**src/rtl/set_pkg.sv**
```systemverilog
// ----------------------------------------------------------------------------
// set_pkg
// Shared widths, register indexes and the per-item result tag of the Sobel
// edge threshold block.
// ----------------------------------------------------------------------------
package set_pkg;

   localparam int PIX_W      = 8;
   localparam int LINE_W     = 2 * PIX_W;
   localparam int COORD_W    = 12;
   localparam int MAG_W      = 10;
   localparam int SQ_W       = 2 * MAG_W;
   localparam int TH_W       = 11;
   localparam int TH2_W      = 2 * TH_W;
   localparam int HEIGHT_W   = 13;
   localparam int MAX_HEIGHT = 4096;
   localparam int MIN_SIZE   = 3;
   localparam int CSR_IDX_W  = 2;
   localparam int CSR_DATA_W = 13;

   localparam logic [CSR_IDX_W-1:0] CSR_IMAGE_WIDTH    = 2'd0;
   localparam logic [CSR_IDX_W-1:0] CSR_IMAGE_HEIGHT   = 2'd1;
   localparam logic [CSR_IDX_W-1:0] CSR_EDGE_THRESHOLD = 2'd2;

   localparam logic [HEIGHT_W-1:0] HEIGHT_RESET = 13'd480;
   localparam logic [TH2_W-1:0]    TH2_RESET    = 22'd10000;

   // results an item causes, with their coordinates already masked
   typedef struct packed {
      logic               calc;
      logic               has_norm;
      logic               has_right;
      logic               has_bot;
      logic [COORD_W-1:0] col_norm;
      logic [COORD_W-1:0] row_norm;
      logic [COORD_W-1:0] col_right;
      logic [COORD_W-1:0] col_bot;
      logic [COORD_W-1:0] row_bot;
   } tag_type;

endpackage

```
**src/rtl/set_magnitude.sv**
```systemverilog
// ----------------------------------------------------------------------------
// set_magnitude
// Squares the two gradient magnitudes of one item.
// ----------------------------------------------------------------------------
module set_magnitude (
   input  logic                          clock,
   input  logic                          reset,
   input  logic                          in_valid,
   output logic                          in_ready,
   input  logic [set_pkg::MAG_W-1:0]     in_mag_x,
   input  logic [set_pkg::MAG_W-1:0]     in_mag_y,
   input  set_pkg::tag_type              in_tag,
   output logic                          out_valid,
   input  logic                          out_ready,
   output logic [set_pkg::SQ_W-1:0]      out_sq_x,
   output logic [set_pkg::SQ_W-1:0]      out_sq_y,
   output set_pkg::tag_type              out_tag
);

   localparam int MW = set_pkg::MAG_W;
   localparam int QW = set_pkg::SQ_W;

   logic             valid_ff, valid_in;
   logic [QW-1:0]    sq_x_ff, sq_x_in, sq_y_ff, sq_y_in;
   set_pkg::tag_type tag_ff;
   logic             take;

   assign in_ready = !valid_ff || out_ready;
   assign take     = in_valid && in_ready;
   assign sq_x_in  = {{MW{1'b0}}, in_mag_x} * {{MW{1'b0}}, in_mag_x};
   assign sq_y_in  = {{MW{1'b0}}, in_mag_y} * {{MW{1'b0}}, in_mag_y};

   always_comb begin
      valid_in = valid_ff;
      if (take) begin
         valid_in = 1'b1;
      end else if (out_ready) begin
         valid_in = 1'b0;
      end
   end

   always_ff @(posedge clock) begin
      if (reset) begin
         valid_ff <= 1'b0;
      end else begin
         valid_ff <= valid_in;
      end
   end

   always_ff @(posedge clock) begin
      if (take) begin
         sq_x_ff <= sq_x_in;
         sq_y_ff <= sq_y_in;
         tag_ff  <= in_tag;
      end
   end

   assign out_valid = valid_ff;
   assign out_sq_x  = sq_x_ff;
   assign out_sq_y  = sq_y_ff;
   assign out_tag   = tag_ff;

endmodule

```
**config.mk**
```make
export PLATFORM = sky130hd
export DESIGN_NAME = set_magnitude
export DESIGN_NICKNAME = d
export VERILOG_FILES = /design/src/rtl/set_pkg.sv /design/src/rtl/set_magnitude.sv
export SDC_FILE = /design/constraint.sdc
export NUM_CORES = 1
export LEC_CHECK = 0
export BUFFER_PORTS_ARGS = -buffer_cell sky130_fd_sc_hd__buf_2
export CELL_PAD_IN_SITES_DETAIL_PLACEMENT = 0
export CELL_PAD_IN_SITES_GLOBAL_PLACEMENT = 2
export CORE_ASPECT_RATIO = 1.25
export CORE_UTILIZATION = 39
export DETAILED_ROUTE_END_ITERATION = 6
export GPL_TIMING_DRIVEN = 0
export PLACE_DENSITY = 0.93
export SYNTH_ARGS = -nofsm -noshare
export SYNTH_HDL_FRONTEND = slang
export SYNTH_SLANG_ARGS = --single-unit
export TNS_END_PERCENT = 10
```
**constraint.sdc**
```tcl
create_clock -name clock -period 15.05 [get_ports clock]
set_clock_uncertainty 0.2 [all_clocks]
set_input_delay 1.505 -clock clock [delete_from_list [all_inputs] [get_ports clock]]
set_output_delay 1.505 -clock clock [all_outputs]
set_load 0.02 [all_outputs]
```
==> flow_metrics.tcl <==
set metrics [dict create \
    hold_viol 0 \
    drive_above_1_share_pct 24.6 \
    hold_class "reg -> reg" \
    numCtsBuffers 9 \
    dr.pass1.iters 4 \
    grt_use_total_pct 18.5 \
    hpwlAfterDp_um 17000 \
    synth_warnings 0 \
    critical_path_arrival_ps 6320 \
    crit_top_cell "fa_1" \
    synth_edf_count 102 \
    critPathKind "in -> reg" \
    cap_violations 0 \
    critPathSlowestCell "fa_1" \
    area_growth_pct 18.6 \
    root_buffer "clkbuf_16" \
    ctsResizeCount 0 \
    rsz0062_at_grt "no" \
    tightestPinTransition_ps 621 \
    die_height_um 169 \
    port_buffers 188 \
    overflow 0 \
    ctsHoldBuffers 0 \
    leakage_nw 5.10 \
    synth_area_leader_cell "edfxtp_1" \
    status "finished, final reports clean" \
    dp_slack_ps 8240 \
    r2r_cells 3 \
    antenna_found_initial 4 \
    final-setup-viol-count 0 \
    synth_area_leaders "edfxtp_1, fa_1, ha_1" \
    ys_seq_area_share_pct 35.3 \
    ir_drop_uv 86.9 \
    critPathMaxStageDelay_ps 540 \
    grt_pass1_vias 6010 \
    start_kind "input pin" \
    multi_input_area_um2 5070 \
    endpoint_kind "flip-flop" \
    drc_errors 0 \
    clock_latency_ps 350 \
    fin_nets 1226 \
    ff_latch_area_um2 3080 \
    grt_max_degree 62 \
    cts_setup_buffers 0 \
    powerDensity_nw_per_um2 167 \
    synthFlopType "edfxtp_1" \
    ant_nets 0 \
    synth_cells 748 \
    fin_crit_ps 6430 \
    yosysMostFrequentCell "inv_1" \
    slew_violations 0 \
    worstPathMaxFanout 10 \
    dp_cells 1217 \
    fin_tns_setup_ps 0 \
    slew_headroom_pct 58.6 \
    start_util_pct 40.1 \
    core_um2 21800 \
    n_fill_cell 2078 \
    synth_seq_cells 103 \
    cts_buffer_depth 2 \
    numClockSinks 103 \
    finalCritPeriodShare_pct 42.7 \
    holdPathStages 2 \
    stdcell_count 1236 \
    syn_area_um2 8730 \
    clkSlewWorstSetupHoldPaths_ps 80 \
    synth_top_cell_area_share_pct 35.1 \
    num_io_pins 194 \
    cp.required_ps 14940 \
    cp_cell_sequence "buf_2, clkbuf_1, inv_1, nor2_1, fa_1, fa_1, inv_1, fa_1, inv_1, fa_1, ha_1, ha_1, buf_2, and3_1, a221oi_1, o21ai_0, a21oi_1, o21ai_1, xor2_1" \
    wirelength_um 20500 \
    avgSynthCellArea_um2 11.7 \
    cts_tree "done" \
    via_per_inst 4.87 \
    async_flop_share_pct 0 \
    dieWidth_um 136 \
    worst_slack_ps 8620 \
    grt_pass1_wl_um 31900 \
    synth_common_cells "inv_1, edfxtp_1, ha_1" \
    synth_cell_type_count 58 \
    dieArea_um2 23000 \
    globalplace.congestion 0.781 \
    vias 6025 \
    fmaxAchievable_mhz 156 \
    avgRoutedWirePerCell_um 16.6 \
    drtIter0Drc 208 \
    cts-htree-levels 3 \
    fp-row-count 60 \
]
## final timing paths
check,startpoint,to,slack [ps]
worst max-delay path,in_mag_x[7],out_sq_x[18],8620
worst min-delay path,out_valid,out_valid,360
worst max register to register,out_valid,out_tag[16],13130
worst min register to register,out_valid,out_valid,360
## layout by cell type, fill, tap and decap left out, types with 3 or more instances in the layout
cell / n
buf_2: 191
inv_1: 124
edfxtp_1: 102
ha_1: 95
fa_1: 94
and2_1: 57
nand2_1: 51
xnor2_1: 31
a21oi_1: 25
a21o_1: 20
nor2_1: 18
clkbuf_1: 16
o21ai_0: 12
xor2_1: 9
clkbuf_16: 9
nor2b_1: 7
nand2b_1: 5
buf_4: 5
and3_1: 4
nand3_1: 4
a31oi_1: 4
inv_6: 4
diode_2: 3
o21a_1: 3
and4_1: 3
a221oi_2: 3
a221oi_1: 3
nand4_1: 3
o21ai_1: 3
nor3_1: 3
## per-stage QoR
stage	utilization, %	hold WS (ps)	instance area [µm²]	total power, mW
final	47.6	355	10400	1.72
after global routing	47.5	405	10300	1.89
after CTS	47.5	365	10300	1.75
after detailed placement	46.2	353	10100	1.51
after global placement	46.0	327	10000	1.50
after floorplan	-	529	8730	1.24
## where the power goes
group	switching [mW]	internal (mW)	leakage, nW
clock	0.113	0.118	0.143
sequential	0.0181	0.415	0.998
combinational	0.623	0.438	3.96
## routing by layer
layer  GRT usage (%)  part of all wire, %  vias up
met2            30.4                   47      191
li1                -                    -     2906
met1            23.8                   43     2911
met3            5.50                  9.6       15
met4            4.10                  1.1        2
met5               0                0.078        -
## kinds of logic after synthesis
group | Yosys count | synth area share, %
simple gates | 166 | 10.3
compound gates | 99 | 8.30
fa+ha+maj | 189 | 35.2
buf+inv | 148 | 6.64
mux | 2 | 0.258
xor+xnor | 40 | 4.01
other cells | 1 | 0.0430
flops | 103 | 35.3
## cell type report
| type | count | share of cell area (%) |
|---|---|---|
| Sequential cell | 103 | 29.8 |
| Tap cell | 279 | 3.37 |
| Multi-Input combinational cell | 498 | 49.0 |
| Clock inverter | 6 | 0.604 |
| Inverter | 124 | 4.50 |
| Antenna cell | 3 | 0.0725 |
| Clock buffer | 10 | 2.21 |
| Timing Repair Buffer | 189 | 9.35 |
| Buffer | 24 | 1.10 |
## critical path: cells and delay by family
family	cells	cell delay, ps
adders and majority gates	6	2500
buffers and inverters	6	940
AOI/OAI and AO/OA	4	760
and+or+nand+nor	2	440
xor gates and xnor gates	1	160
## state kept, by name, summed over array words and instances, names as in the netlist
| register | flops |
|---|---|
| out_tag | 64 |
| out_sq_x | 19 |
| out_sq_y | 19 |
| out_valid | 1 |
Power figures use the tool's default switching activity.
