`config.mk`:
```
export PLATFORM = sky130hd
export DESIGN_NAME = set_window
export DESIGN_NICKNAME = d
export VERILOG_FILES = /design/src/rtl/set_pkg.sv /design/src/rtl/set_window.sv
export SDC_FILE = /design/constraint.sdc
export NUM_CORES = 1
export LEC_CHECK = 0
export ABC_AREA = 0
export BUFFER_PORTS_ARGS = -buffer_cell sky130_fd_sc_hd__buf_2
export CAP_MARGIN = 20
export CELL_PAD_IN_SITES_DETAIL_PLACEMENT = 1
export CELL_PAD_IN_SITES_GLOBAL_PLACEMENT = 1
export CORE_ASPECT_RATIO = 0.75
export CORE_MARGIN = 8
export CORE_UTILIZATION = 45
export DETAILED_ROUTE_END_ITERATION = 8
export PLACE_DENSITY_LB_ADDON = 0.1
export SLEW_MARGIN = 5
export SYNTH_ARGS = -nofsm -noshare
export SYNTH_HDL_FRONTEND = slang
export SYNTH_SLANG_ARGS = --single-unit
```
`constraint.sdc`:
```
create_clock -name clock -period 5.7 [get_ports clock]
set_input_delay 0.285 -clock clock [delete_from_list [all_inputs] [get_ports clock]]
set_output_delay 0.285 -clock clock [all_outputs]
set_load 0.005 [all_outputs]
```
`src/rtl/set_pkg.sv`:
```
// ----------------------------------------------------------------------------
// set_pkg
// Shared widths, register indexes and the per-item result tag of the Sobel
// edge threshold block.
// ----------------------------------------------------------------------------
package set_pkg;

   localparam int PIX_W      = 8;
   localparam int LINE_W     = 2 * PIX_W;
   localparam int COORD_W    = 12;
   localparam int MAG_W      = 10;
   localparam int SQ_W       = 2 * MAG_W;
   localparam int TH_W       = 11;
   localparam int TH2_W      = 2 * TH_W;
   localparam int HEIGHT_W   = 13;
   localparam int MAX_HEIGHT = 4096;
   localparam int MIN_SIZE   = 3;
   localparam int CSR_IDX_W  = 2;
   localparam int CSR_DATA_W = 13;

   localparam logic [CSR_IDX_W-1:0] CSR_IMAGE_WIDTH    = 2'd0;
   localparam logic [CSR_IDX_W-1:0] CSR_IMAGE_HEIGHT   = 2'd1;
   localparam logic [CSR_IDX_W-1:0] CSR_EDGE_THRESHOLD = 2'd2;

   localparam logic [HEIGHT_W-1:0] HEIGHT_RESET = 13'd480;
   localparam logic [TH2_W-1:0]    TH2_RESET    = 22'd10000;

   // results an item causes, with their coordinates already masked
   typedef struct packed {
      logic               calc;
      logic               has_norm;
      logic               has_right;
      logic               has_bot;
      logic [COORD_W-1:0] col_norm;
      logic [COORD_W-1:0] row_norm;
      logic [COORD_W-1:0] col_right;
      logic [COORD_W-1:0] col_bot;
      logic [COORD_W-1:0] row_bot;
   } tag_type;

endpackage

```
`src/rtl/set_window.sv`:
```
// ----------------------------------------------------------------------------
// set_window
// 3x3 window shift register and Sobel Gx/Gy sums; registers the gradient
// magnitudes of one item.
// ----------------------------------------------------------------------------
module set_window (
   input  logic                          clock,
   input  logic                          reset,
   input  logic                          in_valid,
   output logic                          in_ready,
   input  logic [set_pkg::PIX_W-1:0]     in_pix,
   input  logic [set_pkg::LINE_W-1:0]    in_line,
   input  set_pkg::tag_type              in_tag,
   output logic                          out_valid,
   input  logic                          out_ready,
   output logic [set_pkg::MAG_W-1:0]     out_mag_x,
   output logic [set_pkg::MAG_W-1:0]     out_mag_y,
   output set_pkg::tag_type              out_tag
);

   localparam int PW = set_pkg::PIX_W;
   localparam int SW = set_pkg::MAG_W;

   // [0..2] column x-2 top..bottom, [3..5] column x-1
   logic [PW-1:0] window_ff [6];
   logic [PW-1:0] window_in [6];

   logic          valid_ff, valid_in;
   logic [SW-1:0] mag_x_ff, mag_x_in, mag_y_ff, mag_y_in;
   set_pkg::tag_type tag_ff;

   logic [PW-1:0] t2, m2, b2;
   logic [SW-1:0] sum_r, sum_l, sum_t, sum_b;
   logic [SW:0]   diff_x, diff_y, abs_x, abs_y;
   logic          take;

   assign t2   = in_line[set_pkg::LINE_W-1:PW];
   assign m2   = in_line[PW-1:0];
   assign b2   = in_pix;
   assign in_ready = !valid_ff || out_ready;
   assign take = in_valid && in_ready;

   always_comb begin
      sum_r  = {2'b00, t2} + {1'b0, m2, 1'b0} + {2'b00, b2};
      sum_l  = {2'b00, window_ff[0]} + {1'b0, window_ff[1], 1'b0} + {2'b00, window_ff[2]};
      sum_t  = {2'b00, window_ff[0]} + {1'b0, window_ff[3], 1'b0} + {2'b00, t2};
      sum_b  = {2'b00, window_ff[2]} + {1'b0, window_ff[5], 1'b0} + {2'b00, b2};
      diff_x = {1'b0, sum_r} - {1'b0, sum_l};
      diff_y = {1'b0, sum_t} - {1'b0, sum_b};
      abs_x  = diff_x[SW] ? (~diff_x + 1'b1) : diff_x;
      abs_y  = diff_y[SW] ? (~diff_y + 1'b1) : diff_y;
      mag_x_in = abs_x[SW-1:0];
      mag_y_in = abs_y[SW-1:0];
   end

   always_comb begin
      window_in = window_ff;
      valid_in  = valid_ff;
      if (take) begin
         window_in[0] = window_ff[3];
         window_in[1] = window_ff[4];
         window_in[2] = window_ff[5];
         window_in[3] = t2;
         window_in[4] = m2;
         window_in[5] = b2;
         valid_in     = 1'b1;
      end else if (out_ready) begin
         valid_in = 1'b0;
      end
   end

   always_ff @(posedge clock) begin
      if (reset) begin
         valid_ff  <= 1'b0;
         window_ff <= '{default: '0};
      end else begin
         valid_ff  <= valid_in;
         window_ff <= window_in;
      end
   end

   always_ff @(posedge clock) begin
      if (take) begin
         mag_x_ff <= mag_x_in;
         mag_y_ff <= mag_y_in;
         tag_ff   <= in_tag;
      end
   end

   assign out_valid = valid_ff;
   assign out_mag_x = mag_x_ff;
   assign out_mag_y = mag_y_ff;
   assign out_tag   = tag_ff;

endmodule

```
==> metrics.csv <==
metric,value,unit
htree_num_levels,4,
seqPwrFrac,0.337,
cellPowerDensity,422.7,nW/µm²
via_per_inst,4.796,
global_route_wire_length_before_repair,29410,µm
initial_antenna_violation_count,0,
finish.instance_area,8722,µm²
ys_ff_latch,133,
dpl.hpwl,13690,µm
hold_violations,0,
totalPowerFinal,3.687,mW
place_worst_setup_slack,1.514,ns
max_slew.worst_pin.slew,1.039,ns
drcViolationCount,0,
cp_data_required_time,5.86,ns
seq_area_frac_synth,0.4955,
design.die.area,20020,µm²
timing.final.ws_setup,1.537,ns
timing.final.crit_share,0.7304,
number_of_global_route_vias_before_repair,5707,
ctsRootBufferMaster,sky130_fd_sc_hd__clkbuf_16,
worst_ep_arrival_time,4.33,ns
syn-instance-count,641,
final_nets,1001,
synth_cell_type_count,37,
power_share_of_the_combinational_group,0.373,
slew_headroom,0.3074,
detailed_place.area,8159,µm²
drt-pass1-iter-count,4,
route.detailed.wl_per_inst,17.06,µm
run_status,"finished, final reports clean",
reg_clk_slew_reported_paths,0.06,ns
grt_remaining_overflow,0,
final_period_minus_worst_setup_slack,4.163,ns
cts_tree,built,
core_area,15320,µm²
clkPwrFrac,0.290,
die_y,124.6,µm
power.leakage,3.813,nW
cts_inserted_buffers,17,
cts_setup_buffers,0,
boundaryPins,178,
setup_tns,0,ns
mappedNetlistNets,821,
dr.first_iter.drc_count,200,
setup_viol,0,
antenna_violating_nets_post_route,0,
clock_path_buffers,2,
critPathCaptureType,flip-flop,
largest_net_degree_at_the_start_of_global_routing,89,
crit_path_max_fanout,9,
swShare,0.3384,
p_int,2.439,mW
min-delay-path-class,input pin to flip-flop,
floorplan.initialDensity,0.4615,
clkSinkCount,133,
worst_ir_drop_vdd,0.0001947,V
final_max_slew_viol_count,0,
critPathLaunchType,flip-flop,
syn_area,7071,µm²
port_buffers,177,
antennaDiodeCount,0,
post_cts_resized,0,
postRouteWirelength,17710,µm
overall_track_demand_over_capacity_in_global_routing,0.1846,
global_placer_s_final_weighted_congestion,0.8044,
rsz0062_at_grt,false,
yosysWarningCount,0,
skew,0.007902,ns
holdBufCountCts,0,
placement_rows,39,
synthesis.area_per_instance,11.03,µm²
floorplan.die.width,160.7,µm
routed-via-count,4978,
area_growth_synth_to_finish,23.36,%
crit_type,flip-flop to flip-flop,
share_of_layout_cells_above_drive_strength_1,0.2605,
fmax,240.2,MHz
p_sw,1.248,mW
clock_insertion_delay_worst_skew,0.42,ns
number_of_max_cap_violations,0,
## Yosys cell counts
library cell,n,area (µm²)
sky130_fd_sc_hd__nand2b_1,6,37.54
sky130_fd_sc_hd__o21ai_0,4,20.02
sky130_fd_sc_hd__a31oi_2,1,12.51
sky130_fd_sc_hd__nand2_1,99,371.6
sky130_fd_sc_hd__a21oi_1,63,315.3
sky130_fd_sc_hd__edfxtp_1,84,2522
sky130_fd_sc_hd__fa_1,62,1241
sky130_fd_sc_hd__nor4_2,1,12.51
sky130_fd_sc_hd__mux2_1,2,22.52
sky130_fd_sc_hd__clkbuf_1,14,52.55
sky130_fd_sc_hd__ha_1,26,325.3
sky130_fd_sc_hd__a211oi_1,1,7.510
sky130_fd_sc_hd__nor2b_1,3,18.77
sky130_fd_sc_hd__or4_1,1,7.510
sky130_fd_sc_hd__o31ai_1,1,7.510
sky130_fd_sc_hd__xnor2_1,18,157.7
sky130_fd_sc_hd__o21bai_1,1,7.510
sky130_fd_sc_hd__nand3_1,5,25.02
sky130_fd_sc_hd__buf_2,3,15.01
sky130_fd_sc_hd__o31ai_2,1,12.51
sky130_fd_sc_hd__o21ai_1,4,20.02
sky130_fd_sc_hd__and3_1,1,6.260
sky130_fd_sc_hd__buf_1,1,3.750
sky130_fd_sc_hd__o211ai_1,1,7.510
sky130_fd_sc_hd__nor4bb_1,1,10.01
sky130_fd_sc_hd__nor3b_2,1,12.51
sky130_fd_sc_hd__o31a_1,4,35.03
sky130_fd_sc_hd__inv_1,137,514.2
sky130_fd_sc_hd__xor2_1,9,78.83
sky130_fd_sc_hd__nor3_1,2,10.01
sky130_fd_sc_hd__nor2_1,20,75.07
sky130_fd_sc_hd__a21o_1,6,45.04
sky130_fd_sc_hd__a21oi_2,3,26.28
sky130_fd_sc_hd__o21a_1,4,30.03
sky130_fd_sc_hd__dfxtp_1,49,980.9
sky130_fd_sc_hd__o311ai_2,1,16.27
sky130_fd_sc_hd__or3_1,1,6.260
## cells by family (layout without fill, tap and decap cells)
| logic type | count (synthesis) | in the layout | synth area share |
|---|---|---|---|
| muxes | 2 | 2 | 0.003185 |
| DFF | 133 | 133 | 0.4955 |
| and+or+nand+nor | 141 | 141 | 0.08388 |
| AOI/OAI and AO/OA | 95 | 95 | 0.07963 |
| buffers and inverters | 155 | 347 | 0.08282 |
| xor gates and xnor gates | 27 | 27 | 0.03345 |
| adders and majority gates | 88 | 88 | 0.2216 |
## power groups by stage
stage | Combinational, mW | Clock, mW | Sequential (mW)
after global routing | 1.55 | 1.13 | 1.26
after global placement | 1.32 | 0 | 1.26
after detailed placement | 1.39 | 0 | 1.26
final | 1.37 | 1.07 | 1.24
after CTS | 1.40 | 1.09 | 1.25
after floorplan | 0.981 | 0 | 1.28
## worst max-delay path, cell delays in order (launching register included)
cell and delay [ns]:
sky130_fd_sc_hd__dfxtp_1 0.33, sky130_fd_sc_hd__inv_1 0.08, sky130_fd_sc_hd__fa_1 0.51, sky130_fd_sc_hd__fa_1 0.54
sky130_fd_sc_hd__inv_1 0.06, sky130_fd_sc_hd__fa_1 0.59, sky130_fd_sc_hd__inv_1 0.06, sky130_fd_sc_hd__ha_1 0.30
sky130_fd_sc_hd__a211oi_1 0.29, sky130_fd_sc_hd__o21bai_1 0.17, sky130_fd_sc_hd__a21oi_2 0.21, sky130_fd_sc_hd__o21ai_1 0.10
sky130_fd_sc_hd__a21o_1 0.30, sky130_fd_sc_hd__mux2_1 0.36
## cell usage in the layout (no fill, tap or decap), types with 2 or more instances in the layout
cell type,count
sky130_fd_sc_hd__buf_2,177
sky130_fd_sc_hd__inv_1,136
sky130_fd_sc_hd__nand2_1,99
sky130_fd_sc_hd__edfxtp_1,84
sky130_fd_sc_hd__a21oi_1,63
sky130_fd_sc_hd__fa_1,62
sky130_fd_sc_hd__dfxtp_1,49
sky130_fd_sc_hd__ha_1,26
sky130_fd_sc_hd__nor2_1,20
sky130_fd_sc_hd__xnor2_1,18
sky130_fd_sc_hd__clkbuf_16,17
sky130_fd_sc_hd__xor2_1,9
sky130_fd_sc_hd__nand2b_1,6
sky130_fd_sc_hd__a21o_1,6
sky130_fd_sc_hd__nand3_1,5
sky130_fd_sc_hd__clkinvlp_4,5
sky130_fd_sc_hd__o21ai_1,4
sky130_fd_sc_hd__o21a_1,4
sky130_fd_sc_hd__o31a_1,4
sky130_fd_sc_hd__o21ai_0,4
sky130_fd_sc_hd__a21oi_2,3
sky130_fd_sc_hd__nor2b_1,3
sky130_fd_sc_hd__clkinv_2,3
sky130_fd_sc_hd__nor3_1,2
sky130_fd_sc_hd__mux2_1,2
sky130_fd_sc_hd__bufinv_16,2
sky130_fd_sc_hd__inv_6,2
sky130_fd_sc_hd__buf_4,2
## metal layers
| metal | global-route usage | wire length, µm | vias up |
|---|---|---|---|
| li1 | - | - | 2382 |
| met4 | 0.05323 | 238 | 0 |
| met1 | 0.2129 | 7358 | 2482 |
| met5 | 0 | 0 | - |
| met2 | 0.3273 | 9314 | 93 |
| met3 | 0.05350 | 797 | 21 |
## cell type report
class,count,area [µm²]
clock buffers,18,429.2
clock inverters,13,133.9
fillers,1737,6600
inverters,137,516.7
multi-input cells,353,2982
flip-flops and latches,133,3503
well taps,205,256.5
repair buffers,179,900.9
## per-stage QoR
step	util	cells	hold slack [ns]
after floorplan	-	641	0.3839
after global placement	0.5325	1007	0.4355
after detailed placement	0.5325	1007	0.4478
after CTS	0.5692	1038	0.01651
after global routing	0.5692	1038	0.01742
final	0.5692	1038	0.03768
## path summary, 6_finish.rpt
check | start | end | slack [ns] | cells past startpoint
hold / removal | in_tag[35] | out_tag[35] | 0.04 | 1
setup / recovery | window_ff[26] | out_mag_x[1] | 1.54 | 13
hold reg to reg | window_ff[45] | window_ff[45] | 0.46 | 2
setup reg to reg | window_ff[26] | out_mag_x[1] | 1.54 | 13
## flip-flops by register name, summed over array words and instances (netlist names)
name       flops
out_mag_x     10
out_valid      1
out_mag_y     10
window_ff     48
out_tag       64
Power figures use the tool's default switching activity.
