`src/rtl/set_pkg.sv`:
```
// ----------------------------------------------------------------------------
// set_pkg
// Shared widths, register indexes and the per-item result tag of the Sobel
// edge threshold block.
// ----------------------------------------------------------------------------
package set_pkg;

   localparam int PIX_W      = 8;
   localparam int LINE_W     = 2 * PIX_W;
   localparam int COORD_W    = 12;
   localparam int MAG_W      = 10;
   localparam int SQ_W       = 2 * MAG_W;
   localparam int TH_W       = 11;
   localparam int TH2_W      = 2 * TH_W;
   localparam int HEIGHT_W   = 13;
   localparam int MAX_HEIGHT = 4096;
   localparam int MIN_SIZE   = 3;
   localparam int CSR_IDX_W  = 2;
   localparam int CSR_DATA_W = 13;

   localparam logic [CSR_IDX_W-1:0] CSR_IMAGE_WIDTH    = 2'd0;
   localparam logic [CSR_IDX_W-1:0] CSR_IMAGE_HEIGHT   = 2'd1;
   localparam logic [CSR_IDX_W-1:0] CSR_EDGE_THRESHOLD = 2'd2;

   localparam logic [HEIGHT_W-1:0] HEIGHT_RESET = 13'd480;
   localparam logic [TH2_W-1:0]    TH2_RESET    = 22'd10000;

   // results an item causes, with their coordinates already masked
   typedef struct packed {
      logic               calc;
      logic               has_norm;
      logic               has_right;
      logic               has_bot;
      logic [COORD_W-1:0] col_norm;
      logic [COORD_W-1:0] row_norm;
      logic [COORD_W-1:0] col_right;
      logic [COORD_W-1:0] col_bot;
      logic [COORD_W-1:0] row_bot;
   } tag_type;

endpackage

```
`src/rtl/set_result_queue.sv`:
```
// ----------------------------------------------------------------------------
// set_result_queue
// Threshold compare and result register; sends the up to three results of
// one item in order: interior pixel, right column, bottom row.
// ----------------------------------------------------------------------------
module set_result_queue (
   input  logic                           clock,
   input  logic                           reset,
   input  logic                           in_valid,
   output logic                           in_ready,
   input  logic [set_pkg::SQ_W-1:0]       in_sq_x,
   input  logic [set_pkg::SQ_W-1:0]       in_sq_y,
   input  set_pkg::tag_type               in_tag,
   input  logic [set_pkg::TH2_W-1:0]      th2,
   output logic                           rsp_valid,
   input  logic                           rsp_ready,
   output logic                           rsp_edge_flag,
   output logic [set_pkg::COORD_W-1:0]    rsp_out_col,
   output logic [set_pkg::COORD_W-1:0]    rsp_out_row,
   output logic                           rsp_run_end
);

   localparam int QW = set_pkg::SQ_W;
   localparam int TW = set_pkg::TH2_W;
   localparam int SLOT_NORM  = 0;
   localparam int SLOT_RIGHT = 1;
   localparam int SLOT_BOT   = 2;

   logic [2:0]       slot_ff, slot_in;
   logic             flag_ff, flag_in;
   set_pkg::tag_type tag_ff;
   logic [QW:0]      sum_sq;
   logic             last, load, send;

   assign sum_sq    = {1'b0, in_sq_x} + {1'b0, in_sq_y};
   assign flag_in   = in_tag.calc && (TW'(sum_sq) > th2);
   assign rsp_valid = slot_ff != 3'b000;
   assign last      = rsp_valid && ((slot_ff & (slot_ff - 3'd1)) == 3'b000);
   assign send      = rsp_valid && rsp_ready;
   assign in_ready  = !rsp_valid || (rsp_ready && last);
   assign load      = in_valid && in_ready;

   always_comb begin
      slot_in = slot_ff;
      if (load) begin
         slot_in = {in_tag.has_bot, in_tag.has_right, in_tag.has_norm};
      end else if (send) begin
         slot_in = slot_ff & (slot_ff - 3'd1);
      end
   end

   always_ff @(posedge clock) begin
      if (reset) begin
         slot_ff <= 3'b000;
      end else begin
         slot_ff <= slot_in;
      end
   end

   always_ff @(posedge clock) begin
      if (load) begin
         flag_ff <= flag_in;
         tag_ff  <= in_tag;
      end
   end

   always_comb begin
      rsp_edge_flag = 1'b0;
      rsp_out_col   = tag_ff.col_norm;
      rsp_out_row   = tag_ff.row_norm;
      priority if (slot_ff[SLOT_NORM]) begin
         rsp_edge_flag = flag_ff;
      end else if (slot_ff[SLOT_RIGHT]) begin
         rsp_out_col = tag_ff.col_right;
      end else if (slot_ff[SLOT_BOT]) begin
         rsp_out_col = tag_ff.col_bot;
         rsp_out_row = tag_ff.row_bot;
      end else begin
         rsp_edge_flag = 1'b0;
      end
   end

   assign rsp_run_end = last;

   a_more_follow: assert property (@(posedge clock) disable iff (reset)
      send && !rsp_run_end |=> rsp_valid)
      else $error("result set ended early");

   a_edge_on_interior: assert property (@(posedge clock) disable iff (reset)
      rsp_valid && rsp_edge_flag |-> slot_ff[SLOT_NORM])
      else $error("edge flag on a border result");

   a_load_when_drained: assert property (@(posedge clock) disable iff (reset)
      load && rsp_valid |-> rsp_ready && rsp_run_end)
      else $error("result set overwritten");

endmodule

```
`config.mk`:
```
export PLATFORM = sky130hd
export DESIGN_NAME = set_result_queue
export DESIGN_NICKNAME = d
export VERILOG_FILES = /design/src/rtl/set_pkg.sv /design/src/rtl/set_result_queue.sv
export SDC_FILE = /design/constraint.sdc
export NUM_CORES = 1
export LEC_CHECK = 0
export ABC_AREA = 1
export BUFFER_PORTS_ARGS = -buffer_cell sky130_fd_sc_hd__buf_2
export CORE_ASPECT_RATIO = 1.5
export CORE_MARGIN = 2
export CORE_UTILIZATION = 24
export DETAILED_ROUTE_END_ITERATION = 16
export HOLD_SLACK_MARGIN = 0.08
export SYNTH_ARGS = -nofsm -noshare
export SYNTH_HDL_FRONTEND = slang
export SYNTH_SLANG_ARGS = --single-unit
```
`constraint.sdc`:
```
create_clock -name clock -period 2.99 [get_ports clock]
set_input_delay 0.598 -clock clock [delete_from_list [all_inputs] [get_ports clock]]
set_output_delay 0.598 -clock clock [all_outputs]
set_load 0.03 [all_outputs]
```
==> impl_metrics.yaml <==
outcome:
  run_status: "completed"
final_layout:
  seq_area_um2: 1890
  area_delta_synth_final_pct: 39.5
  multi_input_area_um2: 2130
  nFillCells: 1912
  layout.core_utilization_pct: 33.9
  design_area_um2: 6050
  fin_cells: 939
  post_route_cells_drive_above_1_share_pct: 35.8
  nets: 889
clocking:
  numClockSinks: 64
  cts.clk_slew.worst_paths_ns: 0.05
  clkLatencyLatePin_ns: 0.32
  clock-root-buffer: "sky130_fd_sc_hd__clkbuf_16"
  tritoncts: "built"
  level_count_of_the_clock_h_tree: 3
  clock_tree.buffer_depth: 2
  cts_made_buffers: 9
  cts-hold-fix-buffers: 0
floorplan:
  placeableCoreArea_um2: 17900
  rows: 60
  num_io_pins: 158
  die-height_um: 169
  start_util_pct: 24.3
  dieWidth_um: 114
  design.die.area_um2: 19200
synthesis:
  synth_area_per_cell_um2: 8.56
  post_synth_instance_area_um2: 4340
  ys_async_sr_fraction_pct: 0
  ys_seq_area_share_pct: 43.6
  synth-edff-count: 61
  post_synth_inst_count: 507
  fraction_of_synthesized_cell_area_taken_by_the_top_area_cell_type_pct: 42.2
  synth_warnings: 0
  synth_top_area_cell: "sky130_fd_sc_hd__edfxtp_1"
  netlist-cell-type-count: 35
  synth.ff_latch_count: 64
  mappedNetlistNets: 679
  synthTopCellsByArea: "sky130_fd_sc_hd__edfxtp_1 42%, sky130_fd_sc_hd__nand2_1 12%, sky130_fd_sc_hd__ha_1 12%, sky130_fd_sc_hd__inv_1 6.7%, sky130_fd_sc_hd__nand3_1 5.2%"
  yosys_most_used_dff: "sky130_fd_sc_hd__edfxtp_1"
sta:
  worstMarginPinSlew_ns: 0.495
  finalHoldWorstSlack_ns: 0.448
  finalHoldViolCount: 0
  rsz0062_at_grt: "no"
  period_needed_ns: 2.82
  setup_tns_final_ns: 0
  report.final.setup_viol: 0
  fmax_mhz: 355
  period_share_pct: 94.2
  finalClockSkew_ns: 0.00664
  max-slew-margin-rel_pct: 67.0
  slew_viol_final: 0
worst_setup_path:
  arrival_ns: 2.90
  timing.critical_path.to_type: "register"
  timing.setup.critical_path_class: "in -> reg"
  reg2reg_slack_ns: 1.14
  crit_path_max_fanout: 4
  worstPathRequired_ns: 3.07
  crit_path_start_kind: "input port"
routing:
  drt_first_iter_violations: 132
  wl_um: 12400
  routed_wire_length_per_instance_um: 13.2
  drt_drc_violations_left: 0
  via_count: 4066
  antenna_left: 0
  via_per_inst: 4.33
  first_pass_detailed_route_iteration_total: 4
grt:
  via_count_of_the_first_global_routing_pass: 4054
  maximum_number_of_pins_on_one_net_before_global_route_repair: 40
  first_pass_grt_wire_length_um: 19000
  globalRoute.totalOverflow: 0
  antenna_violations_before_repair: 1
  grt_use_total_pct: 12.8
place:
  place_area_um2: 5710
  dp_hpwl_um: 10400
  portBuffers: 157
  gp_routability_congestion: 0.860
  post-place-cells: 922
min_path:
  type_of_the_tightest_min_delay_check: "in -> reg"
pwr:
  vdd_ir_drop_max_uv: 206
  cellLeakagePower_nw: 3.12
  pwr_density_cell_nw_per_um2: 562
flow_run:
  max_cap_viol_count: 0
-- power breakdown --
part / total (W) / internal, W / switching (W)
clock: 0.00109 / 0.000722 / 0.000364
sequential: 0.00114 / 0.00111 / 0.0000278
combinational: 0.00118 / 0.000438 / 0.000737
-- state kept, by name (all words and copies together) (netlist names) --
register / count
tag_ff: 60
flag_ff: 1
slot_ff: 3
-- path summary, 6_finish.rpt --
| path | start | to | cells after the start |
|---|---|---|---|
| worst max-delay path | in_sq_x[3] | flag_ff | 18 |
| worst min-delay path | in_tag[8] | tag_ff[8] | 1 |
| worst max register to register | slot_ff[0] | tag_ff[3] | 7 |
| worst min register to register | slot_ff[1] | slot_ff[1] | 4 |
-- area by class of cell --
class / instances / share of cell area (%)
clock inverter: 6 / 1.38
antenna: 1 / 0.0413
clock buffer: 9 / 3.72
tap: 217 / 4.48
multi-input combinational: 356 / 35.2
inverter: 81 / 5.02
timing repair buffer: 205 / 18.9
sequential: 64 / 31.2
-- layer usage --
layer / up-vias / GRT usage (%) / wire length, um
li1: 2102 / - / -
met1: 1820 / 12.4 / 4570
met2: 122 / 26.0 / 6850
met3: 22 / 2.15 / 622
met4: 0 / 5.20 / 335
met5: - / 0 / 0
-- stage by stage --
stage,setup slack (ns),total power [W]
2_1_floorplan,0.145,0.00190
3_3_place_gp,-0.210,0.00233
3_5_place_dp,-0.280,0.00234
4_1_cts,0.0512,0.00344
5_1_grt,0.00884,0.00361
6_report,0.174,0.00340
-- critical path, cell delays in order --
cell	delay, ns
sky130_fd_sc_hd__buf_2	0.10
sky130_fd_sc_hd__ha_1	0.37
sky130_fd_sc_hd__buf_4	0.18
sky130_fd_sc_hd__nand2_1	0.09
sky130_fd_sc_hd__nand3_2	0.11
sky130_fd_sc_hd__nand2_1	0.07
sky130_fd_sc_hd__nand2_1	0.08
sky130_fd_sc_hd__nand2_1	0.07
sky130_fd_sc_hd__nand2_1	0.08
sky130_fd_sc_hd__xor2_1	0.15
sky130_fd_sc_hd__ha_1	0.27
sky130_fd_sc_hd__nand2_1	0.08
sky130_fd_sc_hd__nor2_2	0.12
sky130_fd_sc_hd__nand4_1	0.17
sky130_fd_sc_hd__nor2_2	0.16
sky130_fd_sc_hd__a21boi_1	0.07
sky130_fd_sc_hd__nand2_1	0.06
sky130_fd_sc_hd__inv_1	0.04
-- Yosys cell counts, types with 2 or more instances --
| cell | n |
|---|---|
| sky130_fd_sc_hd__buf_2 | 2 |
| sky130_fd_sc_hd__nand4_1 | 8 |
| sky130_fd_sc_hd__inv_1 | 78 |
| sky130_fd_sc_hd__o21ai_0 | 16 |
| sky130_fd_sc_hd__nand2_4 | 3 |
| sky130_fd_sc_hd__nand2_2 | 2 |
| sky130_fd_sc_hd__buf_6 | 2 |
| sky130_fd_sc_hd__nand2_1 | 138 |
| sky130_fd_sc_hd__clkbuf_1 | 2 |
| sky130_fd_sc_hd__a21oi_2 | 2 |
| sky130_fd_sc_hd__and2_1 | 2 |
| sky130_fd_sc_hd__nor2_2 | 2 |
| sky130_fd_sc_hd__nand3_1 | 45 |
| sky130_fd_sc_hd__edfxtp_1 | 61 |
| sky130_fd_sc_hd__dfxtp_1 | 3 |
| sky130_fd_sc_hd__xnor2_1 | 2 |
| sky130_fd_sc_hd__o21bai_1 | 5 |
| sky130_fd_sc_hd__xor2_1 | 7 |
| sky130_fd_sc_hd__nor2_1 | 34 |
| sky130_fd_sc_hd__inv_2 | 3 |
| sky130_fd_sc_hd__a21oi_1 | 24 |
| sky130_fd_sc_hd__ha_1 | 41 |
| sky130_fd_sc_hd__nand3_2 | 3 |
| sky130_fd_sc_hd__mux2_2 | 11 |
-- repair_timing --
action                                  4_1_cts  5_1_grt
buffers inserted                              0        1
gates resized for setup                       0        9
endpoints found under the setup margin        0        1
-- cells in the final DEF (no fill, tap or decap), types with 2 or more instances in the layout --
cell / synthesis / final
sky130_fd_sc_hd__nand2_2: 2 / 3
sky130_fd_sc_hd__clkbuf_16: 0 / 9
sky130_fd_sc_hd__xor2_1: 7 / 7
sky130_fd_sc_hd__buf_2: 2 / 157
sky130_fd_sc_hd__nand3_1: 45 / 43
sky130_fd_sc_hd__nand2_1: 138 / 137
sky130_fd_sc_hd__dfxtp_1: 3 / 3
sky130_fd_sc_hd__nand3_2: 3 / 5
sky130_fd_sc_hd__and2_1: 2 / 2
sky130_fd_sc_hd__a21oi_1: 24 / 23
sky130_fd_sc_hd__o21bai_1: 5 / 5
sky130_fd_sc_hd__o21ai_0: 16 / 16
sky130_fd_sc_hd__nor2_2: 2 / 5
sky130_fd_sc_hd__inv_2: 3 / 3
sky130_fd_sc_hd__a21oi_2: 2 / 3
sky130_fd_sc_hd__nand4_1: 8 / 8
sky130_fd_sc_hd__nand2_4: 3 / 3
sky130_fd_sc_hd__edfxtp_1: 61 / 61
sky130_fd_sc_hd__ha_1: 41 / 41
sky130_fd_sc_hd__buf_4: 0 / 48
sky130_fd_sc_hd__xnor2_1: 2 / 2
sky130_fd_sc_hd__mux2_2: 11 / 11
sky130_fd_sc_hd__nor2_1: 34 / 31
sky130_fd_sc_hd__inv_1: 78 / 78
sky130_fd_sc_hd__clkinv_2: 0 / 3
sky130_fd_sc_hd__bufinv_16: 0 / 2
-- kinds of logic (layout without fill, tap and decap cells) --
family                     Yosys count  after routing  share of synthesized area, %
other                                0              1                             0
DFF                                 64             64                          43.6
muxes                               12             12                          3.20
buffers and inverters               87            301                          7.93
adders and majority gates           42             42                          12.3
xor gates and xnor gates             9              9                          1.82
AOI/OAI and AO/OA                   49             49                          6.17
and+or+nand+nor                    244            244                          25.0
No activity file was read; power rests on OpenSTA's default activity.
